[src/sv/srr_pkg.sv]
package srr_pkg;

  localparam int unsigned SEQ_W = 32;
  localparam int unsigned SIZE_W = 16;

  typedef enum logic [3:0] {
    ST_OK        = 4'd0,
    ST_DUP       = 4'd1,
    ST_BUFFERED  = 4'd2,
    ST_ZERO      = 4'd3,
    ST_OVERSIZE  = 4'd4,
    ST_WINDOW    = 4'd5,
    ST_BUSY      = 4'd6,
    ST_DONE      = 4'd7,
    ST_MISMATCH  = 4'd8
  } status_t;

  typedef enum logic [1:0] {
    PC_IDLE    = 2'd0,
    PC_STREAM  = 2'd1,
    PC_STORE   = 2'd2,
    PC_DISCARD = 2'd3
  } pclass_t;

  typedef struct packed {
    logic [SEQ_W-1:0]  seq;
    logic [SIZE_W-1:0] size;
    logic [7:0]        data;
    logic              tick;
    logic              last;
  } item_t;

  typedef struct packed {
    logic              ack_valid;
    logic [SEQ_W-1:0]  ack_seq;
    logic              out_valid;
    logic [7:0]        out_byte;
    logic              packet_end;
    logic              drain_pending;
    logic              finished;
    logic [3:0]        status;
  } result_t;

  // controller to datapath
  typedef struct packed {
    logic capture;
    logic execute;
  } dp_cmd_t;

  // datapath to controller
  typedef struct packed {
    logic need_read;
  } dp_stat_t;

endpackage

[src/sv/srr_ctrl.sv]
module srr_ctrl import srr_pkg::*; (
  input  logic     clk,
  input  logic     rst,
  input  logic     in_valid,
  output logic     in_ready,
  output logic     res_valid,
  input  logic     res_ready,
  input  dp_stat_t stat,
  output dp_cmd_t  cmd
);

  typedef enum logic [3:0] {
    S_IDLE  = 4'b0001,
    S_READ  = 4'b0010,
    S_EXEC  = 4'b0100,
    S_OUT   = 4'b1000
  } state_t;

  state_t state, state_next;

  assign in_ready  = (state == S_IDLE);
  assign res_valid = (state == S_OUT);

  always_comb begin
    state_next  = state;
    cmd.capture = 1'b0;
    cmd.execute = 1'b0;
    unique case (state)
      S_IDLE: begin
        if (in_valid) begin
          cmd.capture = 1'b1;
          state_next  = S_READ;
        end
      end
      // the drain byte is read from slot memory here
      S_READ: begin
        if (stat.need_read) begin
          state_next = S_EXEC;
        end else begin
          cmd.execute = 1'b1;
          state_next  = S_OUT;
        end
      end
      S_EXEC: begin
        cmd.execute = 1'b1;
        state_next  = S_OUT;
      end
      S_OUT: begin
        if (res_ready) state_next = S_IDLE;
      end
      default: state_next = S_IDLE;
    endcase
  end

  always_ff @(posedge clk) begin
    if (rst) state <= S_IDLE;
    else state <= state_next;
  end

endmodule

[config.mk]
export PLATFORM = sky130hd
export DESIGN_NAME = srr_ctrl
export DESIGN_NICKNAME = d
export VERILOG_FILES = /design/src/sv/srr_pkg.sv /design/src/sv/srr_ctrl.sv
export SDC_FILE = /design/constraint.sdc
export NUM_CORES = 1
export LEC_CHECK = 0
export BUFFER_PORTS_ARGS = -buffer_cell sky130_fd_sc_hd__buf_2
export CAP_MARGIN = 20
export CORE_AREA = 2 2 39 41
export DETAILED_ROUTE_END_ITERATION = 10
export DIE_AREA = 0 0 41 43
export HOLD_SLACK_MARGIN = 0.08
export PLACE_DENSITY_LB_ADDON = 0.25
export REMOVE_ABC_BUFFERS = 1
export SLEW_MARGIN = 20
export SYNTH_ARGS = -nofsm -noshare
export SYNTH_HDL_FRONTEND = slang
export SYNTH_SLANG_ARGS = --single-unit
[constraint.sdc]
create_clock -name clk -period 1.4 [get_ports clk]
set_input_delay 0.28 -clock clk [delete_from_list [all_inputs] [get_ports clk]]
set_output_delay 0.28 -clock clk [all_outputs]
set_load 0.01 [all_outputs]
# == After elaboration in Yosys (flattened, before gate mapping) ==
# Cells that the tools add are included.
# classes
eq_ne,6
mux,8
reduce_logical,1
# ops
op,n
4-bit one-hot mux with 4 select lines,1
4-bit two-way mux,3
4-bit by 1-bit equality test with 1-bit output (second input constant),1
4-bit by 2-bit equality test with 1-bit output (second input constant),1
4-bit by 3-bit equality test with 1-bit output (second input constant),1
4-bit equality test (second input constant),1
1-bit two-way mux,3
2-bit by 1-bit inequality test with 1-bit output (second input constant),1
2-bit inequality test (second input constant),1
1-bit one-hot mux with 2 select lines,1
2-bit AND reduction,1
# totals
word_cells,16
output_inout_bits,4
inputBits,5
register_bits,4

# == Depth between registers and ports, before layout ==
# logic_depth
ltp_word,3
depth_mapped,4
mapped_depth_nobuf,3

# == Worst setup path after synthesis ==
# OpenSTA, ideal clock, no wires.
# synth_path
path_kind,register to output
startpoint,register state[2]
endpoint,output port cmd[1] (netlist name)
n_path_buf,1
setup_slack_ps,129
stages_incl_launch_ff,4
arrival_time_ps,991
cell_sequence,dfxtp_1 > buf_6 > nor4b_4 > and2_4
# synth_lines
item,line_no,rtl
from (decl),srr_ctrl.sv:19,"state_t state, state_next;"
from (signal assigned),srr_ctrl.sv:57,else state <= state_next;
to (decl),srr_ctrl.sv:9,output dp_cmd_t cmd

==> run summary <==
## Detailed routing
- final routed wire length divided by cell count: 10.88 um
- antenna violation net count after detailed routing: 0
- drt pass-1 iters: 4
- Final Routed Wirelength: 653 um
- via density per instance: 4.433
- violation count after the first detailed-routing iteration: 5
- number of DRC violations after detailed routing: 0
- total vias in the final route: 266

## Setup path
- kind of start point of the critical path: flop
- CP max stage cell: dfxtp_4
- cell chain of the critical path: nor4b_4 -> and2_4 -> buf_6
- crit end category: primary output
- worst stage delay on the critical path: 350 ps
- Worst Path Arrival: 1210 ps
- maximum fanout along the worst path: 3
- Crit path required time: 1120 ps
- Setup CP Type: flop to primary output

## Synth
- Post-synth top cells: dfxtp_1, inv_1, nor2_1, nor3b_1, o21ai_1
- area leader, netlist: dfxtp_1
- area share of the leading cell type in the synthesized netlist: 30.33%
- Syn Area/Cell: 9.429 um2
- main area contributors after synthesis: dfxtp_1, nor4b_4, nor3b_1
- Syn. warnings: 0
- post-synthesis sequential area ratio: 30.33%
- post-synthesis cell count: 28
- Primary FF master, synth: dfxtp_1
- flip-flop and latch count after synthesis: 4
- count of flip-flops with a built-in enable after synthesis: 0
- distinct cell type count after synthesis: 20
- most numerous cell in the Yosys netlist: dfxtp_1
- async set or reset register ratio after synthesis: 0%
- total standard cell area after synthesis: 264.0 um2

## Floorplan
- vertical extent of the die: 43 um
- initial cell density of the core: 19.08%
- core region area: 1384 um2
- Die ar.: 1763 um2
- total I/O pin count: 9
- die extent in x: 41 um
- Core Rows: 14

## CTS
- clock tree from TritonCTS: yes
- CTS sink count: 4
- Bufs on Longest Clock Path: 2
- hold bufs inserted after CTS: 0
- clock root buffer: clkbuf_4
- register clock-pin slew on the reported worst setup and hold paths: 40 ps
- H-tree depth: 1
- total CTS buffers: 3
- Clock Latency Late Sink: 230 ps

## Outcome
- run status: finished with violations
- failing checks: negative setup slack

## Layout
- total non-filler cell area in the finished layout: 407.9 um2
- area overhead of the layout relative to synthesis: 54.50%
- count of nets after finishing: 51
- largest registers in the final layout: state: 4 flops
- flip-flop count of the largest register after layout: 4
- register with the most flip-flops: state
- total inserted antenna cells: 0
- layout cells sized above 1: 61.36%

## STA
- Worst Tran Pin Value: 271.0 ps
- minimum period implied by the final worst setup slack: 1486 ps
- Max Transition Viols Final: 0
- Hold Vio Cnt, Final: 0
- Post-Route Skew: 0.3494 ps
- final cycle utilization of the critical path: 106.2%
- Max-Slew Margin vs Limit: 81.85%
- worst setup slack after layout: -86.29 ps
- final number of setup-violating endpoints: 3
- RSZ-0062 raised after global routing: true
- highest clock frequency the design can meet: 672.8 MHz
- Fin Hold WS: 259.9 ps

## Global route
- maximum number of pins on one net before global-route repair: 8
- remaining global-route overflow: 0
- overall track demand over capacity in global routing: 9.027%
- global-route wire length before repair: 1014 um
- number of global-route vias before repair: 245
- initial antenna violation count: 0

## Job
- Max-cap violations: 0

## Pwr
- switching share of power: 29.20%
- net switching power of the design: 0.1357 mW
- Gate power share: 38.6%
- internal power: 0.3291 mW
- peak supply drop: 0.3536 mV
- fraction of power consumed by the clock network: 30.7%
- Sequential Power Share: 30.7%
- LEAKAGE: 0.1912 nW
- PwrDens: 1140 nW/um2

## Min path
- Hold/Removal Path Class: primary input to flop

## Place
- DP Area: 330.3 um2
- post-DP HPWL: 474.1 um
- Placer Congestion: 0.6520
- number of buffers inserted by port buffering: 8

## critical path: cells and delay by family, from the launching register on
| family | cells | cell delay (ps) |
|---|---|---|
| buffers and inverters | 1 | 90 |
| AND/OR/NAND/NOR | 2 | 530 |
| flip-flops | 1 | 350 |
## cell type report
| class | instances | area [um2] |
|---|---|---|
| tap | 16 | 20.02 |
| fill | 152 | 975.9 |
| clock buffer | 3 | 22.52 |
| sequential | 4 | 88.84 |
| inverter | 3 | 11.26 |
| multi-input combinational | 19 | 166.4 |
| timing repair buffer | 15 | 98.84 |
## metrics by stage
stage                     utilization (%)  total power [mW]  cells  setup WS [ps]  setup TNS [ps]
final                               29.48            0.4648     60         -86.29          -201.1
after global routing                29.48            0.5036     60         -136.1          -396.7
after CTS                           28.39            0.4571     58         -107.1          -188.9
after detailed placement            23.87            0.2837     53          47.87               0
after global placement              23.87            0.2852     53          90.65               0
after floorplan                         -            0.2300     26          150.5               0
## placed cells by master, fill, tap and decap left out, drive strengths merged, types with 2 or more instances in the layout
cell type | Yosys | final
o21ai | 3 | 3
nor3b | 3 | 3
nor2 | 2 | 2
inv | 3 | 3
and2b | 2 | 2
clkbuf | 0 | 3
dfxtp | 4 | 4
buf | 2 | 15
## worst paths after layout
path,slack (ps),endpoint,depth (start not counted),from
max,-90,cmd[1],3,state[1]
min,260,state[3],2,rst
max reg2reg,170,state[0],5,state[1]
min reg2reg,510,state[2],1,state[3]
## power groups by stage
stage	combinational, mW	sequential, mW	clock [mW]
floorplan	0.0801	0.150	0
global placement	0.138	0.147	0
detailed placement	0.137	0.147	0
CTS	0.162	0.144	0.151
global route	0.195	0.146	0.163
finish	0.179	0.143	0.143
## logic make-up (layout without fill, tap and decap cells)
family | Yosys count | in the layout | synth area share, %
buffers and inverters | 5 | 21 | 10.42
AOI/OAI and AO/OA | 6 | 6 | 15.64
xor gates and xnor gates | 1 | 1 | 3.318
and+or+nand+nor | 12 | 12 | 40.28
DFF | 4 | 4 | 30.33
## layer usage
metal | GRT usage [%] | up-vias | part of all wire, %
met5 | 0 | - | 0
met4 | 4.000 | 0 | 0
met3 | 4.712 | 0 | 3.5
met2 | 13.13 | 6 | 53
met1 | 10.58 | 125 | 44
li1 | - | 135 | -
## what timing repair did
| item | CTS | global route |
|---|---|---|
| buffers inserted | 2 | 2 |
| pin swaps | 5 | 2 |
| endpoints found under the setup margin | 4 | 4 |
| gates resized for setup | 8 | 0 |
| cloned | 0 | 0 |
No activity file was read; power rests on OpenSTA's default activity.
